## src/hdl/assert_macros.svh

```systemverilog
`ifndef ASSERT_MACROS_SVH
`define ASSERT_MACROS_SVH

// Property that must hold at every clock edge outside reset.
`define ASSERT_ALWAYS(lbl, clk, rst, cond, msg) \
   lbl: assert property (@(posedge clk) disable iff (rst) (cond)) else $error(msg);

// Same-cycle implication.
`define ASSERT_IMPLIES(lbl, clk, rst, ante, cons, msg) \
   lbl: assert property (@(posedge clk) disable iff (rst) (ante) |-> (cons)) \
      else $error(msg);

// Next-cycle implication.
`define ASSERT_NEXT(lbl, clk, rst, ante, cons, msg) \
   lbl: assert property (@(posedge clk) disable iff (rst) (ante) |=> (cons)) \
      else $error(msg);

`endif

```

## src/hdl/svrbp_pkg.sv

```systemverilog
`timescale 1ns / 1ps
`default_nettype none

package svrbp_pkg;

   localparam int COORD_W       = 31;
   localparam int DELTA_W       = 17;
   localparam int INDEX_W       = 8;
   localparam int CSR_W         = 4;
   localparam int ACC_W         = 48;
   localparam int CNT_W         = 6;
   localparam int STEP_W        = 3;
   localparam int NB_W          = 5;
   localparam int EDGE_MAX_BITS = 17;
   localparam int MOVE_MAX_BITS = 31;
   localparam int INDEX_MAX     = 8;

   localparam logic [0:0] CSR_FILL_BITS = 1'b0;
   localparam logic [0:0] CSR_LINE_BITS = 1'b1;

   typedef enum logic [1:0] {
      OP_STYLE = 2'd0,
      OP_LINE  = 2'd1,
      OP_CURVE = 2'd2,
      OP_END   = 2'd3
   } opcode_type;

   typedef enum logic [1:0] {
      LINE_HORIZ   = 2'd0,
      LINE_VERT    = 2'd1,
      LINE_GENERAL = 2'd2
   } line_form_type;

   // One classified record, as queued between front and back.
   typedef struct packed {
      logic                 error;
      opcode_type           op;
      logic [3:0]           flags;
      logic [NB_W-1:0]      n;
      line_form_type        form;
      logic [STEP_W-1:0]    last_step;
      logic [CSR_W-1:0]     fill_w;
      logic [CSR_W-1:0]     line_w;
      logic [COORD_W-1:0]   fx;
      logic [COORD_W-1:0]   fy;
      logic [DELTA_W-1:0]   sx;
      logic [DELTA_W-1:0]   sy;
      logic [INDEX_W-1:0]   lf;
      logic [INDEX_W-1:0]   rf;
      logic [INDEX_W-1:0]   ls;
   } rec_type;

   // Least two's-complement width that holds v.
   function automatic logic [NB_W-1:0] swidth(input logic [COORD_W-1:0] v);
      logic [COORD_W-1:0] u;
      logic [NB_W-1:0]    n;
      u = v[COORD_W-1] ? ~v : v;
      n = NB_W'(1);
      for (int i = 0; i < COORD_W - 1; i++) begin
         if (u[i]) n = NB_W'(i + 2);
      end
      return n;
   endfunction

   function automatic logic [NB_W-1:0] wmax(input logic [NB_W-1:0] a,
                                            input logic [NB_W-1:0] b);
      return (a > b) ? a : b;
   endfunction

endpackage

`default_nettype wire

```

## src/hdl/svrbp_ifs.sv

```systemverilog
`timescale 1ns / 1ps
`default_nettype none

interface svrbp_req_if import svrbp_pkg::*; ();
   logic                      valid;
   logic                      ready;
   logic [1:0]                opcode;
   logic [4:0]                style_flags;
   logic signed [COORD_W-1:0] first_x;
   logic signed [COORD_W-1:0] first_y;
   logic signed [DELTA_W-1:0] second_x;
   logic signed [DELTA_W-1:0] second_y;
   logic [INDEX_W-1:0]        left_fill;
   logic [INDEX_W-1:0]        right_fill;
   logic [INDEX_W-1:0]        line_style;

   modport source (output valid, opcode, style_flags, first_x, first_y, second_x,
                   second_y, left_fill, right_fill, line_style, input ready);
   modport sink   (input valid, opcode, style_flags, first_x, first_y, second_x,
                   second_y, left_fill, right_fill, line_style, output ready);
endinterface

interface svrbp_rsp_if import svrbp_pkg::*; ();
   logic               valid;
   logic               ready;
   logic [INDEX_W-1:0] out_byte;
   logic               last;
   logic               error;

   modport source (output valid, out_byte, last, error, input ready);
   modport sink   (input valid, out_byte, last, error, output ready);
endinterface

`default_nettype wire

```

## src/hdl/svrbp_front.sv

```systemverilog
`timescale 1ns / 1ps
`default_nettype none

module svrbp_front import svrbp_pkg::*; (
   input  logic             clock,
   input  logic             reset,
   svrbp_req_if.sink        req,
   input  logic             csr_write_enable,
   input  logic [0:0]       csr_index,
   input  logic [CSR_W-1:0] csr_write_data,
   input  logic             q_full,
   output logic             q_push,
   output rec_type          q_rec
);

   logic [CSR_W-1:0]   fill_bits_ff, fill_bits_in;
   logic [CSR_W-1:0]   line_bits_ff, line_bits_in;
   opcode_type         op;
   logic [3:0]         flags;
   logic [NB_W-1:0]    sw_fx, sw_fy, sw_sx, sw_sy, n_first, n_curve, n;
   logic               fx_zero, fy_zero, sx_zero, sy_zero;
   logic               empty, err;
   logic [STEP_W-1:0]  last_step;
   line_form_type      form;

   always_comb begin
      fill_bits_in = fill_bits_ff;
      line_bits_in = line_bits_ff;
      if (csr_write_enable && csr_index == CSR_FILL_BITS) fill_bits_in = csr_write_data;
      if (csr_write_enable && csr_index == CSR_LINE_BITS) line_bits_in = csr_write_data;
   end

   always_ff @(posedge clock) begin
      if (reset) begin
         fill_bits_ff <= '0;
         line_bits_ff <= '0;
      end else begin
         fill_bits_ff <= fill_bits_in;
         line_bits_ff <= line_bits_in;
      end
   end

   assign op      = opcode_type'(req.opcode);
   assign flags   = req.style_flags[3:0];
   assign fx_zero = (req.first_x == '0);
   assign fy_zero = (req.first_y == '0);
   assign sx_zero = (req.second_x == '0);
   assign sy_zero = (req.second_y == '0);
   assign sw_fx   = swidth(req.first_x);
   assign sw_fy   = swidth(req.first_y);
   assign sw_sx   = swidth({{(COORD_W-DELTA_W){req.second_x[DELTA_W-1]}}, req.second_x});
   assign sw_sy   = swidth({{(COORD_W-DELTA_W){req.second_y[DELTA_W-1]}}, req.second_y});
   assign n_first = wmax(sw_fx, sw_fy);
   assign n_curve = wmax(n_first, wmax(sw_sx, sw_sy));

   // Classify: drop empty records, flag over-wide ones, pick the line form.
   always_comb begin
      empty     = 1'b0;
      err       = 1'b0;
      n         = '0;
      form      = LINE_GENERAL;
      last_step = STEP_W'(1);
      case (op)
         OP_STYLE: begin
            empty = (flags == 4'd0);
            n     = flags[0] ? n_first : '0;
            err   = flags[0] && ({1'b0, n} > 6'(MOVE_MAX_BITS));
            if (flags[3])      last_step = STEP_W'(6);
            else if (flags[2]) last_step = STEP_W'(5);
            else if (flags[1]) last_step = STEP_W'(4);
            else               last_step = STEP_W'(3);
         end
         OP_LINE: begin
            empty = fx_zero && fy_zero;
            n     = wmax(n_first, NB_W'(2));
            err   = n > NB_W'(EDGE_MAX_BITS);
            if (fx_zero)      form = LINE_VERT;
            else if (fy_zero) form = LINE_HORIZ;
            else              form = LINE_GENERAL;
            last_step = (form == LINE_GENERAL) ? STEP_W'(2) : STEP_W'(1);
         end
         OP_CURVE: begin
            empty     = fx_zero && fy_zero && sx_zero && sy_zero;
            n         = wmax(n_curve, NB_W'(2));
            err       = n > NB_W'(EDGE_MAX_BITS);
            last_step = STEP_W'(4);
         end
         default: begin
            last_step = STEP_W'(1);
         end
      endcase
   end

   assign req.ready = !q_full;
   assign q_push    = req.valid && !q_full && !empty;

   always_comb begin
      q_rec.error     = err;
      q_rec.op        = op;
      q_rec.flags     = flags;
      q_rec.n         = n;
      q_rec.form      = form;
      q_rec.last_step = last_step;
      q_rec.fill_w    = (fill_bits_ff > CSR_W'(INDEX_MAX)) ? CSR_W'(INDEX_MAX) : fill_bits_ff;
      q_rec.line_w    = (line_bits_ff > CSR_W'(INDEX_MAX)) ? CSR_W'(INDEX_MAX) : line_bits_ff;
      q_rec.fx        = req.first_x;
      q_rec.fy        = req.first_y;
      q_rec.sx        = req.second_x;
      q_rec.sy        = req.second_y;
      q_rec.lf        = req.left_fill;
      q_rec.rf        = req.right_fill;
      q_rec.ls        = req.line_style;
   end

endmodule

`default_nettype wire

```

## src/hdl/svrbp_queue.sv

```systemverilog
`timescale 1ns / 1ps
`default_nettype none
`include "assert_macros.svh"

module svrbp_queue import svrbp_pkg::*; (
   input  logic    clock,
   input  logic    reset,
   input  logic    push,
   input  rec_type push_rec,
   output logic    full,
   input  logic    pop,
   output logic    valid,
   output rec_type head
);

   rec_type    entry_ff [2];
   logic       wr_ptr_ff, wr_ptr_in;
   logic       rd_ptr_ff, rd_ptr_in;
   logic [1:0] count_ff, count_in;

   assign full  = (count_ff == 2'd2);
   assign valid = (count_ff != 2'd0);
   assign head  = entry_ff[rd_ptr_ff];

   always_comb begin
      wr_ptr_in = push ? ~wr_ptr_ff : wr_ptr_ff;
      rd_ptr_in = pop  ? ~rd_ptr_ff : rd_ptr_ff;
      count_in  = count_ff;
      if (push && !pop)      count_in = count_ff + 2'd1;
      else if (pop && !push) count_in = count_ff - 2'd1;
   end

   always_ff @(posedge clock) begin
      if (reset) begin
         wr_ptr_ff <= 1'b0;
         rd_ptr_ff <= 1'b0;
         count_ff  <= '0;
      end else begin
         wr_ptr_ff <= wr_ptr_in;
         rd_ptr_ff <= rd_ptr_in;
         count_ff  <= count_in;
      end
   end

   always_ff @(posedge clock) begin
      if (push) entry_ff[wr_ptr_ff] <= push_rec;
   end

   `ASSERT_IMPLIES(a_no_overflow, clock, reset, count_ff == 2'd2, !push, "queue overflow")
   `ASSERT_IMPLIES(a_no_underflow, clock, reset, count_ff == 2'd0, !pop, "queue underflow")

endmodule

`default_nettype wire

```

## src/hdl/svrbp_back.sv

```systemverilog
`timescale 1ns / 1ps
`default_nettype none
`include "assert_macros.svh"

module svrbp_back import svrbp_pkg::*; (
   input  logic      clock,
   input  logic      reset,
   input  logic      q_valid,
   input  rec_type   q_head,
   output logic      q_pop,
   svrbp_rsp_if.source rsp
);

   logic [ACC_W-1:0]   acc_ff, acc_in;
   logic [CNT_W-1:0]   cnt_ff, cnt_in;
   logic [STEP_W-1:0]  step_ff, step_in;
   logic               active_ff, active_in;
   logic               rsp_valid_ff, rsp_valid_in;
   logic [INDEX_W-1:0] rsp_byte_ff, rsp_byte_in;
   logic               rsp_last_ff, rsp_last_in;
   logic               rsp_error_ff, rsp_error_in;

   logic               out_free, emit, err_go, can_start, app, fin;
   logic [CNT_W-1:0]   cnt_base;
   logic [CNT_W:0]     sum;
   logic [COORD_W-1:0] seg_val, seg_masked, sx_ext, sy_ext;
   logic [CNT_W-1:0]   seg_w;
   logic [3:0]         nm2;
   logic [2:0]         pad;
   logic [ACC_W-1:0]   acc_down;

   assign out_free = !rsp_valid_ff || rsp.ready;
   // While a record is open, hold a byte that may be its last until a second
   // whole byte stands behind it or the record is closed.
   assign emit     = out_free && (active_ff ? (cnt_ff >= CNT_W'(16)) : (cnt_ff >= CNT_W'(8)));
   assign cnt_base = emit ? (cnt_ff - CNT_W'(8)) : cnt_ff;
   assign acc_down = acc_ff >> (cnt_ff - CNT_W'(8));
   assign nm2      = 4'(q_head.n - NB_W'(2));
   assign pad      = 3'(3'd0 - cnt_base[2:0]);
   assign sx_ext   = {{(COORD_W-DELTA_W){q_head.sx[DELTA_W-1]}}, q_head.sx};
   assign sy_ext   = {{(COORD_W-DELTA_W){q_head.sy[DELTA_W-1]}}, q_head.sy};

   // Field for the current step of the head record.
   always_comb begin
      seg_val = '0;
      seg_w   = '0;
      case (q_head.op)
         OP_STYLE: begin
            case (step_ff)
               3'd0: begin
                  seg_val = {27'd0, q_head.flags};
                  seg_w   = CNT_W'(6);
               end
               3'd1: begin
                  seg_val = {26'd0, q_head.n};
                  seg_w   = q_head.flags[0] ? CNT_W'(5) : '0;
               end
               3'd2: begin
                  seg_val = q_head.fx;
                  seg_w   = q_head.flags[0] ? CNT_W'(q_head.n) : '0;
               end
               3'd3: begin
                  seg_val = q_head.fy;
                  seg_w   = q_head.flags[0] ? CNT_W'(q_head.n) : '0;
               end
               3'd4: begin
                  seg_val = {23'd0, q_head.lf};
                  seg_w   = q_head.flags[1] ? CNT_W'(q_head.fill_w) : '0;
               end
               3'd5: begin
                  seg_val = {23'd0, q_head.rf};
                  seg_w   = q_head.flags[2] ? CNT_W'(q_head.fill_w) : '0;
               end
               3'd6: begin
                  seg_val = {23'd0, q_head.ls};
                  seg_w   = q_head.flags[3] ? CNT_W'(q_head.line_w) : '0;
               end
               default: begin
                  seg_val = '0;
                  seg_w   = '0;
               end
            endcase
         end
         OP_LINE: begin
            case (step_ff)
               3'd0: begin
                  case (q_head.form)
                     LINE_HORIZ: begin
                        seg_val = {23'd0, 2'b11, nm2, 2'b00};
                        seg_w   = CNT_W'(8);
                     end
                     LINE_VERT: begin
                        seg_val = {23'd0, 2'b11, nm2, 2'b01};
                        seg_w   = CNT_W'(8);
                     end
                     default: begin
                        seg_val = {24'd0, 2'b11, nm2, 1'b1};
                        seg_w   = CNT_W'(7);
                     end
                  endcase
               end
               3'd1: begin
                  seg_val = (q_head.form == LINE_VERT) ? q_head.fy : q_head.fx;
                  seg_w   = CNT_W'(q_head.n);
               end
               3'd2: begin
                  seg_val = q_head.fy;
                  seg_w   = CNT_W'(q_head.n);
               end
               default: begin
                  seg_val = '0;
                  seg_w   = '0;
               end
            endcase
         end
         OP_CURVE: begin
            seg_w = CNT_W'(q_head.n);
            case (step_ff)
               3'd0: begin
                  seg_val = {25'd0, 2'b10, nm2};
                  seg_w   = CNT_W'(6);
               end
               3'd1:    seg_val = q_head.fx;
               3'd2:    seg_val = q_head.fy;
               3'd3:    seg_val = sx_ext;
               3'd4:    seg_val = sy_ext;
               default: seg_w   = '0;
            endcase
         end
         default: begin
            // End of shape: six zero bits, then zeros up to the byte boundary.
            seg_val = '0;
            seg_w   = (step_ff == 3'd0) ? CNT_W'(6) : {3'd0, pad};
         end
      endcase
   end

   assign seg_masked = seg_val & ~({COORD_W{1'b1}} << seg_w);
   assign sum        = {1'b0, cnt_base} + {1'b0, seg_w};

   // A new record starts only once every whole byte of the previous one is out.
   assign can_start = !active_ff && (cnt_base < CNT_W'(8));
   assign err_go    = q_valid && q_head.error && !active_ff && (cnt_ff < CNT_W'(8))
                      && out_free;
   assign app       = q_valid && !q_head.error && (active_ff || can_start)
                      && (sum <= (CNT_W+1)'(ACC_W));
   assign fin       = app && (step_ff == q_head.last_step);
   assign q_pop     = err_go || fin;

   always_comb begin
      acc_in    = app ? ((acc_ff << seg_w) | {{(ACC_W-COORD_W){1'b0}}, seg_masked}) : acc_ff;
      cnt_in    = app ? sum[CNT_W-1:0] : cnt_base;
      step_in   = step_ff;
      active_in = active_ff;
      if (fin) begin
         step_in   = '0;
         active_in = 1'b0;
      end else if (app) begin
         step_in   = step_ff + STEP_W'(1);
         active_in = 1'b1;
      end
   end

   always_comb begin
      rsp_valid_in = rsp_valid_ff;
      rsp_byte_in  = rsp_byte_ff;
      rsp_last_in  = rsp_last_ff;
      rsp_error_in = rsp_error_ff;
      if (emit) begin
         rsp_valid_in = 1'b1;
         rsp_byte_in  = acc_down[INDEX_W-1:0];
         rsp_last_in  = !active_ff && (cnt_base < CNT_W'(8));
         rsp_error_in = 1'b0;
      end else if (err_go) begin
         rsp_valid_in = 1'b1;
         rsp_byte_in  = '0;
         rsp_last_in  = 1'b1;
         rsp_error_in = 1'b1;
      end else if (rsp.ready) begin
         rsp_valid_in = 1'b0;
      end
   end

   always_ff @(posedge clock) begin
      if (reset) begin
         acc_ff       <= '0;
         cnt_ff       <= '0;
         step_ff      <= '0;
         active_ff    <= 1'b0;
         rsp_valid_ff <= 1'b0;
      end else begin
         acc_ff       <= acc_in;
         cnt_ff       <= cnt_in;
         step_ff      <= step_in;
         active_ff    <= active_in;
         rsp_valid_ff <= rsp_valid_in;
      end
   end

   always_ff @(posedge clock) begin
      rsp_byte_ff  <= rsp_byte_in;
      rsp_last_ff  <= rsp_last_in;
      rsp_error_ff <= rsp_error_in;
   end

   assign rsp.valid    = rsp_valid_ff;
   assign rsp.out_byte = rsp_byte_ff;
   assign rsp.last     = rsp_last_ff;
   assign rsp.error    = rsp_error_ff;

   `ASSERT_ALWAYS(a_cnt_bound, clock, reset, cnt_ff <= CNT_W'(ACC_W), "accumulator overrun")
   `ASSERT_IMPLIES(a_idle_step, clock, reset, !active_ff, step_ff == '0, "idle with step set")
   `ASSERT_NEXT(a_fin_idle, clock, reset, fin, !active_ff && step_ff == '0, "record not closed")
   `ASSERT_IMPLIES(a_err_beat, clock, reset, rsp_valid_ff && rsp_error_ff,
                   rsp_last_ff && rsp_byte_ff == '0, "malformed error beat")

endmodule

`default_nettype wire

```

## src/hdl/vector_shape_record_bit_packer.sv

```systemverilog
// Channel   Dir   Beat                                              Handshake
// req_ch    in    opcode, style_flags, first/second x,y, indices    valid/ready
// rsp_ch    out   out_byte, last, error                             valid/ready
// csr_*     in    csr_index selects fill or line index width        write enable
//
// The packer appends one field per cycle when there is room: two for an end or a
// horizontal or vertical line, three for a general line, five for a curve, four
// to seven for a style change. Bytes drain one per ready cycle, up to 10 for an
// edge and 13 for a full style change; a byte that may close its record is held
// until the record is complete. A two-entry queue parts the classifier from the
// packer and buffers requests during output stalls. Reset is synchronous: it
// empties the queue, clears the leftover bits and sets both index widths to zero.
`timescale 1ns / 1ps
`default_nettype none

module vector_shape_record_bit_packer import svrbp_pkg::*; (
   input  logic             clock,
   input  logic             reset,
   svrbp_req_if.sink        req_ch,
   svrbp_rsp_if.source      rsp_ch,
   input  logic             csr_write_enable,
   input  logic [0:0]       csr_index,
   input  logic [CSR_W-1:0] csr_write_data
);

   logic    q_push, q_full, q_pop, q_valid;
   rec_type q_rec, q_head;

   // Front: accept a beat, drop empty records, size the coordinates.
   svrbp_front u_front (
      .clock            (clock),
      .reset            (reset),
      .req              (req_ch),
      .csr_write_enable (csr_write_enable),
      .csr_index        (csr_index),
      .csr_write_data   (csr_write_data),
      .q_full           (q_full),
      .q_push           (q_push),
      .q_rec            (q_rec)
   );

   // Hold classified records until the packer is free.
   svrbp_queue u_queue (
      .clock    (clock),
      .reset    (reset),
      .push     (q_push),
      .push_rec (q_rec),
      .full     (q_full),
      .pop      (q_pop),
      .valid    (q_valid),
      .head     (q_head)
   );

   // Back: append one field per cycle when there is room, drain one byte per ready cycle.
   svrbp_back u_back (
      .clock   (clock),
      .reset   (reset),
      .q_valid (q_valid),
      .q_head  (q_head),
      .q_pop   (q_pop),
      .rsp     (rsp_ch)
   );

endmodule

`default_nettype wire
```

## src/flat_wrapper.sv

```systemverilog
// flat-port wrapper written by rule: the top's interface ports become plain ports
module vector_shape_record_bit_packer_flat import svrbp_pkg::*;
  (clock, reset, csr_write_enable, csr_index, csr_write_data, req_ch_valid, req_ch_opcode, req_ch_style_flags, req_ch_first_x, req_ch_first_y, req_ch_second_x, req_ch_second_y, req_ch_left_fill, req_ch_right_fill, req_ch_line_style, req_ch_ready, rsp_ch_valid, rsp_ch_out_byte, rsp_ch_last, rsp_ch_error, rsp_ch_ready);
  svrbp_req_if req_ch_i ();
  svrbp_rsp_if rsp_ch_i ();
  input  logic clock;
  input  logic reset;
  input  logic csr_write_enable;
  input  logic [0:0] csr_index;
  input  logic [CSR_W-1:0] csr_write_data;
  input wire logic [$bits(req_ch_i.valid)-1:0] req_ch_valid;
  input wire logic [$bits(req_ch_i.opcode)-1:0] req_ch_opcode;
  input wire logic [$bits(req_ch_i.style_flags)-1:0] req_ch_style_flags;
  input wire logic [$bits(req_ch_i.first_x)-1:0] req_ch_first_x;
  input wire logic [$bits(req_ch_i.first_y)-1:0] req_ch_first_y;
  input wire logic [$bits(req_ch_i.second_x)-1:0] req_ch_second_x;
  input wire logic [$bits(req_ch_i.second_y)-1:0] req_ch_second_y;
  input wire logic [$bits(req_ch_i.left_fill)-1:0] req_ch_left_fill;
  input wire logic [$bits(req_ch_i.right_fill)-1:0] req_ch_right_fill;
  input wire logic [$bits(req_ch_i.line_style)-1:0] req_ch_line_style;
  output wire logic [$bits(req_ch_i.ready)-1:0] req_ch_ready;
  output wire logic [$bits(rsp_ch_i.valid)-1:0] rsp_ch_valid;
  output wire logic [$bits(rsp_ch_i.out_byte)-1:0] rsp_ch_out_byte;
  output wire logic [$bits(rsp_ch_i.last)-1:0] rsp_ch_last;
  output wire logic [$bits(rsp_ch_i.error)-1:0] rsp_ch_error;
  input wire logic [$bits(rsp_ch_i.ready)-1:0] rsp_ch_ready;
  assign req_ch_i.valid = req_ch_valid;
  assign req_ch_i.opcode = req_ch_opcode;
  assign req_ch_i.style_flags = req_ch_style_flags;
  assign req_ch_i.first_x = req_ch_first_x;
  assign req_ch_i.first_y = req_ch_first_y;
  assign req_ch_i.second_x = req_ch_second_x;
  assign req_ch_i.second_y = req_ch_second_y;
  assign req_ch_i.left_fill = req_ch_left_fill;
  assign req_ch_i.right_fill = req_ch_right_fill;
  assign req_ch_i.line_style = req_ch_line_style;
  assign req_ch_ready = req_ch_i.ready;
  assign rsp_ch_valid = rsp_ch_i.valid;
  assign rsp_ch_out_byte = rsp_ch_i.out_byte;
  assign rsp_ch_last = rsp_ch_i.last;
  assign rsp_ch_error = rsp_ch_i.error;
  assign rsp_ch_i.ready = rsp_ch_ready;
  vector_shape_record_bit_packer u_core (.clock(clock), .reset(reset), .req_ch(req_ch_i), .rsp_ch(rsp_ch_i), .csr_write_enable(csr_write_enable), .csr_index(csr_index), .csr_write_data(csr_write_data));
endmodule
```

## config.mk

```make
export PLATFORM = sky130hd
export DESIGN_NAME = vector_shape_record_bit_packer_flat
export DESIGN_NICKNAME = d
export VERILOG_FILES = /design/src/hdl/svrbp_pkg.sv /design/src/hdl/svrbp_ifs.sv /design/src/hdl/svrbp_front.sv /design/src/hdl/svrbp_queue.sv /design/src/hdl/svrbp_back.sv /design/src/hdl/vector_shape_record_bit_packer.sv /design/src/flat_wrapper.sv
export VERILOG_INCLUDE_DIRS = /design/src /design/src/hdl
export SDC_FILE = /design/constraint.sdc
export NUM_CORES = 1
export LEC_CHECK = 0
export BUFFER_PORTS_ARGS = -buffer_cell sky130_fd_sc_hd__buf_4
export CAP_MARGIN = 10
export CELL_PAD_IN_SITES_DETAIL_PLACEMENT = 1
export CELL_PAD_IN_SITES_GLOBAL_PLACEMENT = 2
export CORE_MARGIN = 3
export CORE_UTILIZATION = 40
export CTS_CLUSTER_SIZE = 14
export DETAILED_ROUTE_END_ITERATION = 10
export PLACE_DENSITY = 0.84
export SLEW_MARGIN = 40
export SYNTH_ARGS = -nofsm -noshare
export SYNTH_HDL_FRONTEND = slang
export SYNTH_HIERARCHICAL = 1
export SYNTH_SLANG_ARGS = --single-unit
```

## constraint.sdc

```tcl
create_clock -name clock -period 32.2 [get_ports clock]
set_input_delay 6.44 -clock clock [delete_from_list [all_inputs] [get_ports clock]]
set_output_delay 6.44 -clock clock [all_outputs]
set_load 0.1 [all_outputs]
```

# Yosys cells after proc, flatten, opt, wreduce, memory -nomap -nowiden
# Memories as Yosys holds them, arrays and structs flattened. A register that Yosys moved wholly into a read port is not among the register bits.
# Index checks and enable logic that the tools add are counted.
# Widths: inputs -> output; s select.
[classes]
div_mod_pow = 0
add_sub_neg = 7
n_shift = 3
n_mul = 0
eq_ne = 14
mux = 177
order_cmp = 14
bitwise = 10
reduce_logical = 47
[op_table]
columns = ["cell", "count"]
rows = [
  ["$mux 5", 123],
  ["$pmux 31 s7", 1],
  ["$pmux 31 s3", 2],
  ["$pmux 31 s5", 1],
  ["$mux 30", 4],
  ["$not 30->30", 4],
  ["$logic_not 31->1", 2],
  ["$or 48x31->48", 1],
  ["$shl 48x6->48", 1],
  ["$shr 48x6->8", 1],
  ["$logic_not 17->1", 2],
  ["$and 31x31->31", 1],
  ["$mux 31", 1],
  ["$not 31->31", 1],
  ["$shl 31x6->31 const A", 1],
  ["$pmux 5 s6", 1],
  ["$mux 4", 6],
  ["$mux 2", 11],
  ["$pmux 5 s2", 2],
  ["$logic_and 1x1->1", 19],
  ["$pmux 6 s3", 1],
  ["$mux 8", 2],
  ["$pmux 8 s2", 1],
  ["$gt 5x5->1", 3],
  ["37 further kinds", 80],
]
[word_totals]
mem_bits_ro = 0
output_inout_bits = 12
input_bits = 137
register_bits = 81
mem_bits_rw = 290
n_memories = 1
latch_bits = 0
[mem_list]
columns = ["memory", "words", "word_bits", "rd", "rd_ports_with_merged_regs", "write_ports", "line_no", "text"]
rows = [
  ["u_core.u_queue.entry_ff", 2, 145, 1, 1, 1, "svrbp_queue.sv:16", "rec_type entry_ff [2];"],
]

# Logic depth before layout (Yosys ltp)
# Gate-level depths: netlist of run 1.
[logic_depth]
word_depth = 40
depth_mapped = 29

# Cells and area by module
# Netlist of run 1, hierarchy kept.
[modules_own_cells]
columns = ["mod", "seq_area_each_um2", "area_per_inst_um2", "instances", "cells_per_inst"]
rows = [
  ["svrbp_queue", 8808.4, 10860.4, 1, 473],
  ["svrbp_back", 1471.4, 9821.9, 1, 1245],
  ["svrbp_front", 160.2, 4523.1, 1, 704],
]

# Worst setup path after synthesis of run 1
# Ideal clock, no wire load.
[synth_path]
path_kind = "input to register"
from = "in req_ch_first_x[30]"
to = "mem u_core/u_queue/entry_ff[0][0] (netlist bit) (enable)"
path_slack_ns = 17.482
stages = 9
t_required_ns = 31.531
n_path_buf = 3
arrival_time_ns = 14.049
cell_sequence = "buf_2 buf_2 buf_1 nor4_1 nand3_1 nor3_1 a32oi_1 o211a_1 nor2b_1"
[synth_via]
elab_chain_len = 9
[synth_lines]
columns = ["item", "line_no", "text"]
rows = [
  ["start, declared", "flat_wrapper.sv:14", "input wire logic [$bits(req_ch_i.first_x)-1:0] req_ch_first_x;"],
  ["$logic_not 31->1 (*)", "svrbp_front.sv:45", "assign fx_zero = (req.first_x == '0);"],
  ["$logic_and 1x1->1 (*)", "svrbp_front.sv:74, svrbp_front.sv:83", ""],
  ["$logic_and 1x1->1 (2 in a row)", "svrbp_front.sv:83", "empty = fx_zero && fy_zero && sx_zero && sy_zero;"],
  ["$pmux 1 s3 (*)", "svrbp_front.sv:63", "case (op)"],
  ["$logic_not 1->1 (*)", "svrbp_front.sv:95", "assign q_push = req.valid && !q_full && !empty;"],
  ["$logic_and 1x1->1 (*)", "svrbp_front.sv:95", ""],
  ["net u_core.q_push", "vector_shape_record_bit_packer.sv:26", "logic q_push, q_full, q_pop, q_valid;"],
  ["$mux 1 (*)", "svrbp_queue.sv:46", "if (push) entry_ff[wr_ptr_ff] <= push_rec;"],
  ["$mux 1 (implied by the code) (*)", "svrbp_queue.sv:46", ""],
  ["end, declared", "svrbp_queue.sv:16", ""],
]
# Mark *: on every way through the listed nets, which the timed path passes. The rest lies on a longest branch.

==> results of run 1 <==
-- report_power, final --
group          switching (µW)  internal [µW]  leakage, µW
Sequential               88.8            627      0.00340
Combinational             731            423      0.00533
Clock                     203            275     0.000651
-- cells by family after synthesis --
| family | count (synthesis) |
|---|---|
| multiplexers | 322 |
| XOR/XNOR | 18 |
| AND/OR/NAND/NOR | 671 |
| AO/OA/AOI/OAI | 653 |
| adder cells (fa/ha/maj) | 36 |
| flip-flops | 372 |
| buffers and inverters | 350 |
-- synth_stat cells, drive strengths merged, types with 49 or more instances --
library cell  instances
buf                 202
nor3                 64
nand2               176
a21oi               120
mux2i               109
a22oi                49
dfxtp                73
inv                  61
edfxtp              299
o21ai               120
nor2                132
mux2                171
clkbuf               86
nand3               107
-- metrics by stage --
stage	total power (µW)	setup slack [ns]	util	hold WS, ns
2_1_floorplan	1540	17.48	-	0.432
3_3_place_gp	1820	20.45	0.418	0.436
3_5_place_dp	1860	20.16	0.419	0.443
4_1_cts	2340	20.72	0.441	0.459
5_1_grt	2470	20.28	0.442	0.481
6_report	2350	20.59	0.442	0.455
-- flip-flops by register name, indices dropped and copies added, names as in the netlist, named ones only --
name                         flops
u_core/u_queue/wr_ptr_ff         1
u_core/u_back/rsp.out_byte       8
u_core/u_back/rsp.last           1
u_core/u_front/fill_bits_ff      4
u_core/u_back/acc_ff            48
u_core/u_queue/rd_ptr_ff         1
u_core/u_front/line_bits_ff      4
u_core/u_back/rsp.valid          1
u_core/u_back/cnt_ff             6
u_core/u_back/step_ff            3
u_core/u_queue/entry_ff        290
u_core/u_back/active_ff          1
u_core/u_queue/count_ff          2
u_core/u_back/rsp.error          1
-- worst min path at each step --
stage | from | endpoint | slack [ns] | cells past startpoint
6_report | u_core/u_back/rsp.error | u_core/u_back/rsp.error | 0.46 | 2
5_1_grt | u_core/u_back/rsp.error | u_core/u_back/rsp.error | 0.48 | 2
2_1_floorplan | u_core/u_front/line_bits_ff[0] | u_core/u_front/line_bits_ff[0] | 0.43 | 2
4_1_cts | u_core/u_back/rsp.error | u_core/u_back/rsp.error | 0.46 | 2
3_3_place_gp | u_core/u_back/rsp.error | u_core/u_back/rsp.error | 0.44 | 2
3_5_place_dp | u_core/u_back/rsp.error | u_core/u_back/rsp.error | 0.44 | 2
-- area by class of cell --
| cell class | count | area (µm²) |
|---|---|---|
| fillers | 6773 | 34700 |
| repair buffers | 186 | 1420 |
| diodes | 3 | 7.51 |
| well taps | 837 | 1050 |
| flip-flops and latches | 372 | 10400 |
| multi-input cells | 1700 | 12900 |
| clock buffers | 51 | 1130 |
| clock inverters | 27 | 235 |
| inverters | 62 | 233 |
-- tightest hold or removal path: stages (launching register included) --
cell	delay, ns
dfxtp_1	0.31
inv_1	0.05
a21oi_1	0.05
-- layer usage --
metal	part of all wire	track usage	up-vias
met5	0	0	-
met4	0.031	0.0883	0
met3	0.051	0.0263	143
met2	0.50	0.438	702
met1	0.42	0.327	10400
li1	-	-	9199
==> flow_metrics.py, run 1 <==
metrics = {
    "run_status": {
        "status": "complete, no violations",
    },
    "final_layout": {
        "drive_above_1_share": 0.222,
        "layout_common_cells": "edfxtp_1 (299), buf_4 (182), nand2_1 (176)",
        "stdcell_area_um2": 27400,
        "final_cells": 3238,
        "nNetsFinal": 2538,
        "final_common_cell": "edfxtp_1",
        "synthToLayoutAreaGrowth_pct": 8.70,
    },
    "pwr": {
        "p_leak_uw": 0.00938,
        "power.density_nw_per_um2": 85.7,
        "ir_drop_v": 0.0000365,
    },
    "yosys": {
        "syn_inst": 2422,
        "yosys_register_bits": 372,
        "netlist_top_cells_area": "edfxtp_1 (36%), dfxtp_1 (5.8%), mux2_2 (5.3%)",
        "synth_top_family_by_area": "compound AO/OA/AOI/OAI gates",
        "syn_nets": 2595,
        "syn_avg_cell_area_um2": 10.4,
        "synth-adder-area-share": 0.0182,
        "yosysWarnings": 6,
        "synthFlopType": "edfxtp_1",
        "synthXorXnorAreaFrac": 0.00625,
        "synth_top_area_frac": 0.356,
        "yosysSeqAreaShare": 0.414,
        "synth-edff-count": 299,
        "synth_compound_area_frac": 0.186,
        "ys_async_sr_fraction": 0,
        "synthSimpleGateAreaFrac": 0.133,
        "synth_area_um2": 25200,
        "yosysTopAreaCell": "edfxtp_1",
        "muxShareOfSynthArea": 0.165,
        "ys_types": 111,
    },
    "worst_setup_path": {
        "path_buf_inv": 3,
        "r2r-end": "u_core/u_back/acc_ff[30]",
        "slowest_stage": "mux2i_1",
        "critPathCaptureType": "register",
        "path_depth": 22,
        "critPathRequiredTime_ns": 32.47,
        "crit_chain": "buf_4, nand3_1, o2bb2a_1, a221o_1, a31oi_1, o21ai_0, inv_1, ha_1, nor2b_1, o211ai_1, nand3b_1, o21ai_1, mux2i_1, ha_1, inv_1, a21o_1, a221oi_1, a31o_2, or2_2, nor2b_1, o221a_2, o32ai_2",
        "endpoint": "u_core/u_queue/entry_ff[0][133]",
        "cpPeakStageDelay_ns": 0.58,
        "r2r_cells": 18,
        "start_kind": "input pin",
        "startpoint": "req_ch_first_y[30]",
        "arrival_ns": 11.89,
        "cp_top_family": "compound AO/OA/AOI/OAI gates",
        "critical_path_class": "in2reg",
        "path_max_fanout": 40,
        "rrSetupSlack_ns": 24.47,
    },
    "cts": {
        "ctsHoldBuffers": 0,
        "path_clk_slew_ns": 0.06,
        "cts_tree": "built",
        "clockBufferDepth": 3,
        "h-tree-depth": 2,
        "clkSinkCount": 372,
        "numCtsBuffers": 43,
        "clk_latency_ns": 0.58,
        "post_cts_buffers": 0,
        "ctsResizeCount": 0,
        "cts-root-buf": "clkbuf_16",
    },
    "hold_path": {
        "hp-class": "reg2reg",
    },
    "timing": {
        "rsz0062_at_grt": "false",
        "maxSlewHeadroom": 0.422,
        "finalSetupTns_ns": 0,
        "skew_ns": 0.0268,
        "fmax_mhz": 86.1,
        "fin_crit_sh": 0.361,
        "finalHoldViolations": 0,
        "worst_pin_slew_ns": 0.867,
        "setup_viol": 0,
        "finalCriticalPeriod_ns": 11.61,
        "slew_violations": 0,
    },
    "placed_design": {
        "placed_cells": 3157,
        "place_congestion": 0.931,
        "numPortBuffers": 147,
        "post-dp-hpwl_mm": 62.0,
        "dpl_cell_area_um2": 26000,
    },
    "detailed_routing": {
        "routed_wl_mm": 85.7,
        "routedWlPerCell_um": 26.5,
        "drc_errors": 0,
        "drtIter0Drc": 1965,
        "ant_nets": 0,
        "first_pass_iters": 8,
        "avgViaCountPerCell": 6.30,
        "vias": 20400,
    },
    "floorplan": {
        "initial_core_util": 0.406,
        "io_pins": 149,
        "die_y_um": 257,
        "fp-row-count": 91,
        "core_region_area_um2": 62100,
        "die_area_um2": 66100,
        "dieWidth_um": 257,
    },
    "grt": {
        "grt_pass1_wl_mm": 130,
        "antenna_found_initial": 3,
        "first_global_vias": 20800,
        "grt_usage": 0.252,
        "overflow": 0,
        "grt_max_degree": 78,
    },
    "run": {
        "maxCapViolations": 0,
    },
}
Power figures use the tool's default switching activity.
==> run 2, diff against run 1 <==
clock period = 10.7 ns   (was 32.2 ns; I/O delays follow)
==> run 2 against run 1 <==
Net effect:
- clock power rose to 3.1 times the previous value
- global-route usage fell by 0.072 points
- clock-buffer cell count up 1
- design area up 0.27%
- largest power group unchanged
- core utilization up 0.12 points
- sequential share of layout area down 0.10 points
- combinational power grew to 3.0 times the previous value
- non-clock buffer count increased by 2
- routed wire length is 0.45% higher
- highest routed layer unchanged
- power rose to 3.0 times the previous value
- critical path depth fell by 4
==> flow_metrics.py, run 2 (synthesis results as in run 1) <==
metrics = {
    "cts": {
        "cts-root-buf": "clkbuf_16",
        "clkSinkCount": 372,
        "ctsHoldBuffers": 0,
        "clockBufferDepth": 3,
        "path_clk_slew_ns": 0.06,
        "clk_latency_ns": 0.57,
        "cts_tree": "built",
        "numCtsBuffers": 43,
        "ctsResizeCount": 0,
        "h-tree-depth": 2,
        "post_cts_buffers": 0,
    },
    "final_layout": {
        "drive_above_1_share": 0.225,
        "nNetsFinal": 2540,
        "final_common_cell": "edfxtp_1",
        "synthToLayoutAreaGrowth_pct": 8.99,
        "layout_common_cells": "edfxtp_1 (299), buf_4 (183), nand2_1 (176)",
        "fin_util": 0.443,
        "largest_register_ffs": 290,
        "top_register": "u_core/u_queue/entry_ff",
    },
    "detailed_routing": {
        "avgViaCountPerCell": 6.33,
        "wl_met3_mm": 4.78,
        "wl_met2_mm": 42.1,
        "drtIter0Drc": 2018,
        "vias": 20500,
        "ant_nets": 0,
        "routedWlPerCell_um": 26.6,
        "first_pass_iters": 8,
        "routed_wl_mm": 86.1,
        "drc_errors": 0,
        "wl_met1_mm": 35.8,
        "dr.max_layer_used": "met4",
    },
    "placed_design": {
        "numPortBuffers": 147,
        "post-dp-hpwl_mm": 62.1,
        "pre_cts_ws_ns": 3.04,
        "place_congestion": 0.956,
    },
    "timing": {
        "skew_ns": 0.0118,
        "fin_crit_sh": 0.711,
        "fmax_mhz": 131,
        "maxSlewHeadroom": 0.407,
        "finalCriticalPeriod_ns": 7.61,
        "finalSetupTns_ns": 0,
        "finalHoldViolations": 0,
        "rsz0062_at_grt": "false",
        "setup_viol": 0,
        "setup_slack_ns": 3.09,
        "worst_pin_slew_ns": 0.889,
        "slew_violations": 0,
    },
    "grt": {
        "overflow": 0,
        "grt_max_degree": 74,
        "first_global_vias": 21000,
        "grt_pass1_wl_mm": 130,
        "grt_usage": 0.251,
        "antenna_found_initial": 3,
    },
    "floorplan": {
        "core_region_area_um2": 62100,
        "initial_core_util": 0.406,
        "die_area_um2": 66100,
        "dieWidth_um": 257,
        "io_pins": 149,
        "die_y_um": 257,
        "fp-row-count": 91,
    },
    "worst_setup_path": {
        "critical_path_class": "reg2reg",
        "r2r_cells": 18,
        "start_kind": "register",
        "critPathRequiredTime_ns": 11.19,
        "arrival_ns": 8.10,
        "path_max_fanout": 41,
        "critPathCaptureType": "register",
    },
    "pwr": {
        "power_uw": 7130,
        "ir_drop_v": 0.000130,
        "power.density_nw_per_um2": 259,
        "p_leak_uw": 0.00943,
    },
    "hold_path": {
        "hp-class": "reg2reg",
        "hold_depth": 2,
    },
    "run_status": {
        "status": "complete, no violations",
    },
    "run": {
        "maxCapViolations": 0,
    },
}
## run 2: worst max-delay path, stage by stage (launching register included)
cell       delay (ns)
dfxtp_4          0.75
mux2_2           0.57
nor2_1           0.39
nand2_1          0.39
a41oi_2          0.60
nor2_8           0.21
inv_2            0.08
buf_4            0.42
ha_1             0.29
inv_1            0.08
fa_1             0.44
xnor2_1          0.16
or4b_2           0.62
and3_1           0.23
or3_1            0.67
buf_4            0.37
nor2_1           0.68
o2111ai_1        0.25
a31oi_1          0.22
## run 2: path summary, 6_finish.rpt
path | start | end | slack [ns]
setup / recovery | register | u_core/u_back/acc_ff[40] | 3.09
hold / removal | u_core/u_back/rsp.error | u_core/u_back/rsp.error | 0.45
setup reg to reg | register | u_core/u_back/acc_ff[40] | 3.09
hold reg to reg | u_core/u_back/rsp.error | u_core/u_back/rsp.error | 0.45
## run 2: layout make-up
cell class                      instances  area [µm²]
Fill cell                            6761       34600
Sequential cell                       372       10400
Tap cell                              837        1050
Antenna cell                            3        7.51
Clock inverter                         28         284
Clock buffer                           52        1140
Inverter                               62         233
Multi-Input combinational cell       1700       12900
Timing Repair Buffer                  188        1450
## run 2: metal layers
metal | vias to the layer above | global-route usage
met5 | - | 0
met4 | 0 | 0.101
met3 | 176 | 0.0279
met2 | 782 | 0.429
met1 | 10400 | 0.327
li1 | 9188 | -
## run 2: stage by stage
| step | area (µm²) | hold slack [ns] | std cells |
|---|---|---|---|
| 2_1_floorplan | 25200 | 0.432 | 2422 |
| 3_3_place_gp | 25900 | 0.438 | 3157 |
| 3_5_place_dp | 26000 | 0.443 | 3158 |
| 4_1_cts | 27400 | 0.450 | 3238 |
| 5_1_grt | 27500 | 0.477 | 3241 |
| 6_report | 27500 | 0.445 | 3242 |
## run 2: where the power goes
part / total (µW) / internal, µW / switching, µW / leakage, µW
Sequential: 2160 / 1890 / 271 / 0.00340
Combinational: 3490 / 1280 / 2210 / 0.00534
Clock: 1480 / 867 / 618 / 0.000689
Total: 7130 / 4030 / 3100 / 0.00943
